--- src/hdl/prt_pkg.sv ---
// ----------------------------------------------------------------------------
// prt_pkg
// Types, codes and helpers shared by the pending request tracker.
// ----------------------------------------------------------------------------
package prt_pkg;

	typedef enum logic [1:0] {
		REQ_REGISTER = 2'd0,
		REQ_COMPLETE = 2'd1,
		REQ_EXPIRE   = 2'd2,
		REQ_CLEAR    = 2'd3
	} req_t;

	typedef enum logic [2:0] {
		STS_OK          = 3'd0,
		STS_NONE        = 3'd1,
		STS_FULL        = 3'd2,
		STS_BAD_TIMEOUT = 3'd3,
		STS_CLEARED     = 3'd4
	} status_t;

	typedef enum logic [2:0] {
		ST_IDLE,
		ST_RD,
		ST_EVAL,
		ST_CHK,
		ST_ADV,
		ST_FIN,
		ST_EMIT
	} state_t;

	// one table entry as held in the entry memory
	typedef struct packed {
		logic        [31:0] tag;
		logic        [15:0] channel;
		logic signed [63:0] created;
		logic signed [31:0] limit;
	} entry_t;

	// one result word
	typedef struct packed {
		status_t            status;
		logic        [31:0] corr_id;
		logic        [15:0] chan;
		logic signed [63:0] created_ms;
		logic signed [31:0] limit_ms;
		logic               last;
	} res_t;

	function automatic res_t res_of_entry(input entry_t e, input logic last);
		res_t r;
		r.status     = STS_OK;
		r.corr_id    = e.tag;
		r.chan       = e.channel;
		r.created_ms = e.created;
		r.limit_ms   = e.limit;
		r.last       = last;
		return r;
	endfunction

	function automatic res_t res_empty(input status_t s);
		res_t r;
		r.status     = s;
		r.corr_id    = 32'd0;
		r.chan       = 16'd0;
		r.created_ms = 64'sd0;
		r.limit_ms   = 32'sd0;
		r.last       = 1'b1;
		return r;
	endfunction

	// tag counter skips zero
	function automatic logic [31:0] tag_take(input logic [31:0] w);
		return (w == 32'd0) ? 32'd1 : w;
	endfunction

	function automatic logic [31:0] tag_after(input logic [31:0] w);
		return (w == 32'd0) ? 32'd2 : w + 32'd1;
	endfunction

endpackage

--- src/hdl/prt_entry_ram.sv ---
// ----------------------------------------------------------------------------
// prt_entry_ram
// Entry storage: one write port, one read port with registered read data.
// ----------------------------------------------------------------------------
module prt_entry_ram
	import prt_pkg::*;
#(
	parameter int DEPTH = 16
) (
	input  logic                       clk,
	input  logic                       wr_en,
	input  logic [$clog2(DEPTH)-1:0]   wr_addr,
	input  entry_t                     wr_data,
	input  logic [$clog2(DEPTH)-1:0]   rd_addr,
	output entry_t                     rd_data
);

	entry_t mem [DEPTH];

	always_ff @(posedge clk) begin
		if (wr_en) begin
			mem[wr_addr] <= wr_data;
		end
		rd_data <= mem[rd_addr];
	end

endmodule

--- src/hdl/pending_request_tracker_unit.sv ---
// ----------------------------------------------------------------------------
// pending_request_tracker_unit
// Keeps up to DEPTH outstanding requests keyed by nonzero 32-bit tags and
// serves register, complete, expire and clear words one at a time. Entry
// contents sit in a single-port-read memory that is swept slot by slot:
// read, evaluate, then advance, with a check step before the advance for
// expire. Valid bits are flops and clear at reset. Clear and a rejected
// timeout go straight to the result. Complete with a nonzero tag sweeps
// until it finds the tag. Register sweeps once per tag candidate, with one
// extra candidate sweep for each candidate tag already pending (at most
// DEPTH sweeps). Expire sweeps once and emits each expired entry but the
// last during the sweep. Result port stalls lengthen every operation. The
// registered read port sets these steps. A new word is taken only in the idle state.
module pending_request_tracker_unit
	import prt_pkg::*;
#(
	parameter int DEPTH = 16
) (
	input  logic               clk,
	input  logic               arst_n,
	input  logic               req_valid,
	output logic               req_ready,
	input  logic [1:0]         req_type,
	input  logic [15:0]        req_chan,
	input  logic signed [63:0] now_ms,
	input  logic signed [31:0] req_limit,
	input  logic [31:0]        corr_id,
	output logic               res_valid,
	input  logic               res_ready,
	output logic [2:0]         res_status,
	output logic [31:0]        res_corr_id,
	output logic [15:0]        res_channel_id,
	output logic signed [63:0] res_created_ms,
	output logic signed [31:0] res_timeout_ms,
	output logic               res_last
);

	localparam int IW = $clog2(DEPTH);

	state_t             state_q, state_d;
	state_t             ret_q, ret_d;
	logic [DEPTH-1:0]   valid_q;
	logic [IW-1:0]      idx_q;
	logic [IW-1:0]      free_idx_q;
	logic               free_found_q;
	logic               hit_q;
	logic               held_valid_q;
	logic [31:0]        next_tag_q;
	logic               out_valid_q;

	req_t               op_q;
	logic [15:0]        ch_q;
	logic signed [63:0] now_q;
	logic signed [31:0] tmo_q;
	logic [31:0]        cid_q;
	logic [31:0]        cand_q;
	logic [31:0]        work_q;
	logic [64:0]        diff_q;
	res_t               pend_q;
	res_t               held_q;
	res_t               out_q;

	entry_t             rd_entry;
	entry_t             wr_entry;
	logic               wr_en;

	logic               req_fire;
	logic               out_free;
	logic               is_last_idx;
	logic               slot_valid;
	logic               bad_tmo;
	logic               cmp_match;
	logic               expired;
	res_t               held_fin;

	assign req_ready   = (state_q == ST_IDLE);
	assign req_fire    = req_valid && req_ready;
	assign out_free    = !out_valid_q || res_ready;
	assign is_last_idx = (idx_q == IW'(DEPTH - 1));
	assign slot_valid  = valid_q[idx_q];
	assign bad_tmo     = req_limit[31] && (req_limit != -32'sd1);
	assign cmp_match   = slot_valid && (rd_entry.tag == cid_q);

	// exact now - created is nonnegative and reaches the limit
	assign expired = slot_valid && !rd_entry.limit[31] && !diff_q[64]
		&& (diff_q[63:0] >= {32'd0, rd_entry.limit});

	always_comb begin
		held_fin      = held_q;
		held_fin.last = 1'b1;
	end

	assign wr_en    = (state_q == ST_FIN) && (op_q == REQ_REGISTER)
		&& free_found_q && !hit_q;
	assign wr_entry = '{tag: cand_q, channel: ch_q, created: now_q, limit: tmo_q};

	prt_entry_ram #(
		.DEPTH(DEPTH)
	) u_ram (
		.clk     (clk),
		.wr_en   (wr_en),
		.wr_addr (free_idx_q),
		.wr_data (wr_entry),
		.rd_addr (idx_q),
		.rd_data (rd_entry)
	);

	// next state
	always_comb begin
		state_d = state_q;
		ret_d   = ret_q;
		case (state_q)
			ST_IDLE: begin
				if (req_fire) begin
					if (req_t'(req_type) == REQ_CLEAR
						|| (req_t'(req_type) == REQ_REGISTER && bad_tmo)) begin
						state_d = ST_EMIT;
						ret_d   = ST_IDLE;
					end else if (req_t'(req_type) == REQ_COMPLETE && corr_id == 32'd0) begin
						state_d = ST_FIN;
					end else begin
						state_d = ST_RD;
					end
				end
			end
			ST_RD: begin
				state_d = ST_EVAL;
			end
			ST_EVAL: begin
				if (op_q == REQ_EXPIRE) begin
					state_d = ST_CHK;
				end else if (op_q == REQ_COMPLETE && cmp_match) begin
					state_d = ST_EMIT;
					ret_d   = ST_IDLE;
				end else begin
					state_d = ST_ADV;
				end
			end
			ST_CHK: begin
				if (expired && held_valid_q) begin
					state_d = ST_EMIT;
					ret_d   = ST_ADV;
				end else begin
					state_d = ST_ADV;
				end
			end
			ST_ADV: begin
				state_d = is_last_idx ? ST_FIN : ST_RD;
			end
			ST_FIN: begin
				if (op_q == REQ_REGISTER && free_found_q && hit_q) begin
					state_d = ST_RD;
				end else begin
					state_d = ST_EMIT;
					ret_d   = ST_IDLE;
				end
			end
			ST_EMIT: begin
				if (out_free) begin
					state_d = ret_q;
				end
			end
			default: begin
				state_d = ST_IDLE;
			end
		endcase
	end

	always_ff @(posedge clk or negedge arst_n) begin
		if (!arst_n) begin
			state_q <= ST_IDLE;
			ret_q   <= ST_IDLE;
		end else begin
			state_q <= state_d;
			ret_q   <= ret_d;
		end
	end

	// control registers
	always_ff @(posedge clk or negedge arst_n) begin
		if (!arst_n) begin
			valid_q      <= '0;
			idx_q        <= '0;
			free_found_q <= 1'b0;
			hit_q        <= 1'b0;
			held_valid_q <= 1'b0;
			next_tag_q   <= 32'd1;
			out_valid_q  <= 1'b0;
		end else begin
			case (state_q)
				ST_IDLE: begin
					if (req_fire) begin
						idx_q        <= '0;
						free_found_q <= 1'b0;
						hit_q        <= 1'b0;
						held_valid_q <= 1'b0;
						if (req_t'(req_type) == REQ_CLEAR) begin
							valid_q <= '0;
						end
					end
				end
				ST_EVAL: begin
					if (op_q == REQ_REGISTER) begin
						if (!slot_valid) begin
							free_found_q <= 1'b1;
						end
						if (slot_valid && rd_entry.tag == cand_q) begin
							hit_q <= 1'b1;
						end
					end else if (op_q == REQ_COMPLETE && cmp_match) begin
						valid_q[idx_q] <= 1'b0;
					end
				end
				ST_CHK: begin
					if (expired) begin
						valid_q[idx_q] <= 1'b0;
						held_valid_q   <= 1'b1;
					end
				end
				ST_ADV: begin
					if (!is_last_idx) begin
						idx_q <= idx_q + IW'(1);
					end
				end
				ST_FIN: begin
					if (op_q == REQ_REGISTER && free_found_q) begin
						if (hit_q) begin
							// candidate already pending: sweep again with the next one
							idx_q <= '0;
							hit_q <= 1'b0;
						end else begin
							valid_q[free_idx_q] <= 1'b1;
							next_tag_q          <= work_q;
							free_found_q        <= 1'b0;
						end
					end
					held_valid_q <= 1'b0;
				end
				default: begin
				end
			endcase

			if (state_q == ST_EMIT && out_free) begin
				out_valid_q <= 1'b1;
			end else if (res_ready) begin
				out_valid_q <= 1'b0;
			end
		end
	end

	// payload registers
	always_ff @(posedge clk) begin
		case (state_q)
			ST_IDLE: begin
				if (req_fire) begin
					op_q   <= req_t'(req_type);
					ch_q   <= req_chan;
					now_q  <= now_ms;
					tmo_q  <= req_limit;
					cid_q  <= corr_id;
					cand_q <= tag_take(next_tag_q);
					work_q <= tag_after(next_tag_q);
					pend_q <= (req_t'(req_type) == REQ_CLEAR) ? res_empty(STS_CLEARED)
						: res_empty(STS_BAD_TIMEOUT);
				end
			end
			ST_EVAL: begin
				if (op_q == REQ_REGISTER && !slot_valid && !free_found_q) begin
					free_idx_q <= idx_q;
				end
				if (op_q == REQ_COMPLETE && cmp_match) begin
					pend_q <= res_of_entry(rd_entry, 1'b1);
				end
				diff_q <= {now_q[63], now_q} - {rd_entry.created[63], rd_entry.created};
			end
			ST_CHK: begin
				if (expired) begin
					held_q <= res_of_entry(rd_entry, 1'b0);
					if (held_valid_q) begin
						pend_q <= held_q;
					end
				end
			end
			ST_FIN: begin
				case (op_q)
					REQ_REGISTER: begin
						if (!free_found_q) begin
							pend_q <= res_empty(STS_FULL);
						end else if (hit_q) begin
							cand_q <= tag_take(work_q);
							work_q <= tag_after(work_q);
						end else begin
							pend_q <= res_of_entry(wr_entry, 1'b1);
						end
					end
					REQ_EXPIRE: begin
						pend_q <= held_valid_q ? held_fin : res_empty(STS_NONE);
					end
					default: begin
						pend_q <= res_empty(STS_NONE);
					end
				endcase
			end
			ST_EMIT: begin
				if (out_free) begin
					out_q <= pend_q;
				end
			end
			default: begin
			end
		endcase
	end

	assign res_valid      = out_valid_q;
	assign res_status     = out_q.status;
	assign res_corr_id    = out_q.corr_id;
	assign res_channel_id = out_q.chan;
	assign res_created_ms = out_q.created_ms;
	assign res_timeout_ms = out_q.limit_ms;
	assign res_last       = out_q.last;

	// only expire can leave a word without the last mark
	a_last_single: assert property (@(posedge clk) disable iff (!arst_n)
		(state_q == ST_EMIT && op_q != REQ_EXPIRE) |-> pend_q.last)
		else $error("non-expire result without last mark");

	// the recorded free slot stays free while the candidate sweep runs
	a_free_slot: assert property (@(posedge clk) disable iff (!arst_n)
		(op_q == REQ_REGISTER && free_found_q
			&& (state_q == ST_RD || state_q == ST_EVAL || state_q == ST_ADV))
		|-> !valid_q[free_idx_q])
		else $error("free slot taken during tag sweep");

	// every returned entry carries a nonzero tag
	a_tag_nonzero: assert property (@(posedge clk) disable iff (!arst_n)
		(out_valid_q && out_q.status == STS_OK) |-> (out_q.corr_id != 32'd0))
		else $error("entry result with zero tag");

	// a held expire word never outlives its operation
	a_held_expire: assert property (@(posedge clk) disable iff (!arst_n)
		held_valid_q |-> (op_q == REQ_EXPIRE && state_q != ST_IDLE))
		else $error("held word outside expire");

	// a register result commits the tag counter one past the tag handed out
	a_tag_commit: assert property (@(posedge clk) disable iff (!arst_n)
		wr_en |=> (next_tag_q == $past(work_q)))
		else $error("tag counter not committed");

endmodule

--- config.mk ---
export PLATFORM = sky130hd
export DESIGN_NAME = pending_request_tracker_unit
export DESIGN_NICKNAME = d
export VERILOG_FILES = /design/src/hdl/prt_pkg.sv /design/src/hdl/prt_entry_ram.sv /design/src/hdl/pending_request_tracker_unit.sv
export SDC_FILE = /design/constraint.sdc
export NUM_CORES = 2
export LEC_CHECK = 0
export BUFFER_PORTS_ARGS = -buffer_cell sky130_fd_sc_hd__buf_2
export CORE_AREA = 4 4 503 505
export CTS_CLUSTER_DIAMETER = 100
export DETAILED_ROUTE_END_ITERATION = 10
export DIE_AREA = 0 0 507 509
export GPL_TIMING_DRIVEN = 0
export PLACE_DENSITY_LB_ADDON = 0.3
export SYNTH_ARGS = -nofsm -noshare
export SYNTH_HDL_FRONTEND = slang
export SYNTH_SLANG_ARGS = --single-unit
export TNS_END_PERCENT = 50
--- constraint.sdc ---
create_clock -name clk -period 12 [get_ports clk]
set_input_delay 2.4 -clock clk [delete_from_list [all_inputs] [get_ports clk]]
set_output_delay 2.4 -clock clk [all_outputs]
set_load 0.02 [all_outputs]
==> results.py <==
metrics = {
    "pwr": {
        "switching_power_mw": 9.22,
        "power.density_mw_per_mm2": 220,
        "comb_power_share": 0.207,
        "p_int_mw": 22.5,
        "clockPowerShare": 0.315,
        "swShare": 0.291,
        "total_power_mw": 31.7,
        "peakVddDrop_uv": 187,
        "p_leak_nw": 45.6,
        "pwr-share-seq": 0.478,
    },
    "detailed_routing": {
        "drc": 0,
        "dr.first_iter.drc_count": 9109,
        "vias_per_cell": 6.27,
        "drt_first_pass_iters": 8,
        "wl_per_cell_um": 32.2,
        "vias": 65145,
        "ant_nets": 0,
        "drt_wl_total_um": 335000,
    },
    "timing": {
        "setup_violations": 0,
        "relSlewSlack": 0.121,
        "fin_crit_ps": 6160,
        "fin_crit_sh": 0.513,
        "tightest_slew_ps": 1320,
        "final-hold-violation-count": 0,
        "rsz0062_at_grt": "false",
        "setup_tns_ps": 0,
        "fmax_ghz": 0.162,
        "skew_ps": 56.7,
        "timing.final.max_slew_violations": 0,
    },
    "critical_path": {
        "path_cells": "clkbuf_1, nor2b_1, nand2_1, nor3_1, clkbuf_1, nand3b_1, nor2_4, buf_12, buf_12, buf_12, buf_12",
        "critPathMaxFanout": 20,
        "cp.arrival_ps": 6760,
        "cp-end-kind": "flop",
        "critPathTopFamily": "simple AND/OR/NAND/NOR gates",
        "max_stage_delay_ps": 1060,
        "rrSetupSlack_ps": 5840,
        "path_common_cell": "buf_12",
        "critPathSlowestCell": "nor3_1",
        "critPathKind": "flop to flop",
        "critical_path_required_ps": 12600,
        "cp.buffers_inverters": 6,
        "start_kind": "flop",
    },
    "cells_and_area": {
        "syn_to_final_growth_pct": 16.4,
        "seq_area_mm2": 0.0952,
        "drive_above_1_share": 0.253,
        "n_fill_cell": 17872,
        "nets": 7051,
        "multi_input_area_mm2": 0.0274,
        "fin_cells": 10388,
        "final_area_mm2": 0.144,
        "final_util": 0.581,
    },
    "grt": {
        "grt_antenna_before_repair": 21,
        "grt_pass1_vias": 64741,
        "grt_max_degree": 81,
        "grt_overflow": 0,
        "grt_pass1_wl_um": 474000,
        "grt_usage": 0.258,
    },
    "clock_network": {
        "clock_latency_ps": 950,
        "clk_transition_reported_paths_ps": 60,
        "cts_resized": 0,
        "cts_tree": "done",
        "cts-root-buf": "clkbuf_16",
        "postCtsSetupBuffers": 0,
        "clkSinkCount": 3227,
        "cts_made_buffers": 336,
        "htreeDepth": 5,
        "cts_hold_buf": 0,
        "clk_path_buf_depth": 4,
    },
    "floorplanning": {
        "die_area_mm2": 0.258,
        "ioPinCount": 300,
        "core_area_mm2": 0.248,
        "std_cell_rows": 183,
        "die_width_um": 507,
        "initial_core_util": 0.499,
        "die_y_um": 509,
    },
    "placement": {
        "portBuffers": 299,
        "dp_hpwl_um": 221000,
        "dpl_cell_area_mm2": 0.134,
        "gp_congestion": 0.897,
        "dp.cells": 9788,
    },
    "synthesis": {
        "yosys_warnings": 0,
        "synth-edff-count": 3023,
        "synth_area_per_cell_um2": 20.8,
        "synth_area_mm2": 0.124,
        "synth_ff_type": "edfxtp_1",
        "synth-seq-cells": 3227,
        "synth_fp_nets": 6218,
        "syn_inst": 5963,
        "synthArstFlopShare": 0.0186,
        "ys_types": 78,
        "synth-seq-area-share": 0.768,
    },
    "run_status": {
        "status": "finished clean",
    },
    "job": {
        "max_cap_viol_count": 0,
    },
    "hold_path": {
        "hp-class": "flop to flop",
    },
}
[sequential cells by signal (all words and copies together), names as in the netlist, 3 cells and up]
register        count
work_q             32
idx_q               4
res_status          3
cand_q             32
res_timeout_ms     32
valid_q            16
tmo_q              32
next_tag_q         32
held_fin          144
res_channel_id     16
u_ram.mem        2304
res_corr_id        32
res_created_ms     64
free_idx_q          4
u_ram.rd_data     144
ch_q               16
state_q             3
pend_q            148
cid_q              32
now_q              64
diff_q             65
[metrics by stage]
stage | worst slack, ps | hold slack (ps)
2_1_floorplan | -403 | 400
3_3_place_gp | -16310 | 404
3_5_place_dp | 6090 | 405
4_1_cts | 6070 | 399
5_1_grt | 5810 | 414
6_report | 5840 | 401
[cell type report]
type | instances | share of cell area
Antenna cell | 5 | 0.0000867
Clock inverter | 123 | 0.00742
Sequential cell | 3227 | 0.660
Timing Repair Buffer | 495 | 0.0377
Clock buffer | 472 | 0.0653
Tap cell | 3330 | 0.0289
Buffer | 293 | 0.00792
Inverter | 128 | 0.00338
Multi-Input combinational cell | 2315 | 0.190
[final timing paths]
path / start / end / cells after the start
setup / recovery: state_q[2] / u_ram.mem[10][71] / 11
hold / removal: pend_q[5] / res_timeout_ms[4] / 0
setup reg to reg: state_q[2] / u_ram.mem[10][71] / 11
hold reg to reg: pend_q[5] / res_timeout_ms[4] / 0
max in group asynchronous: arst_n / next_tag_q[0] / 2
min in group asynchronous: arst_n / next_tag_q[7] / 2
[logic make-up (layout without fill, tap and decap cells)]
kind of cell    Yosys count  count (layout)  synth area share
buf+inv                 421            1511            0.0128
mux                     754             754             0.134
simple gates            469             469            0.0193
compound gates          799             799            0.0418
flops                  3227            3227             0.768
other cells               0               5                 0
fa+ha+maj               105             105            0.0107
xor+xnor                188             188            0.0133
[cell usage after synthesis (all sizes together), types with 5 or more instances]
| cell | instances | area share |
|---|---|---|
| ha | 104 | 0.010 |
| o22ai | 37 | 0.0019 |
| o21a | 9 | 0.00055 |
| o21ai | 223 | 0.0090 |
| clkbuf | 229 | 0.0070 |
| xor2 | 95 | 0.0067 |
| and4 | 6 | 0.00042 |
| and3 | 20 | 0.0010 |
| and2 | 7 | 0.00035 |
| o21bai | 13 | 0.00082 |
| nand4 | 54 | 0.0027 |
| a21o | 30 | 0.0018 |
| nor4 | 44 | 0.0022 |
| mux2 | 29 | 0.0026 |
| nand3 | 43 | 0.0018 |
| a22oi | 288 | 0.017 |
| inv | 127 | 0.0038 |
| nor2b | 19 | 0.00096 |
| nor2 | 101 | 0.0031 |
| a22o | 28 | 0.0020 |
| xnor2 | 93 | 0.0066 |
| edfxtp | 3023 | 0.73 |
| dfxtp | 144 | 0.023 |
| dfrtp | 59 | 0.012 |
| nand2b | 18 | 0.00091 |
| a31oi | 9 | 0.00045 |
| a21oi | 121 | 0.0049 |
| mux4 | 725 | 0.13 |
| a211oi | 5 | 0.00030 |
| nor3 | 32 | 0.0014 |
| buf | 64 | 0.0020 |
| nand2 | 105 | 0.0032 |
[cell usage in the layout (no fill, tap or decap), types with 120 or more instances in the layout]
cell,n
inv_1,124
a22oi_1,288
buf_2,304
edfxtp_1,3023
clkbuf_16,343
dfxtp_1,144
o21ai_0,214
mux4_2,725
clkbuf_1,297
a21oi_1,120
[layer usage]
| metal | vias up | share of wire | GRT usage |
|---|---|---|---|
| met4 | 6 | 0.044 | 0.102 |
| met1 | 34117 | 0.38 | 0.359 |
| met2 | 3833 | 0.47 | 0.404 |
| met5 | - | 0.00010 | 0 |
| li1 | 26504 | - | - |
| met3 | 685 | 0.10 | 0.0548 |
[power groups by stage]
stage	logic (mW)	clock network, mW	registers (mW)
floorplan	4.24	0	14.9
global placement	6.27	0	15.5
detailed placement	6.54	0	15.3
CTS	6.58	10.1	15.1
global route	7.02	10.6	15.2
finish	6.56	10.0	15.1
(Power assumes the default switching activity.)
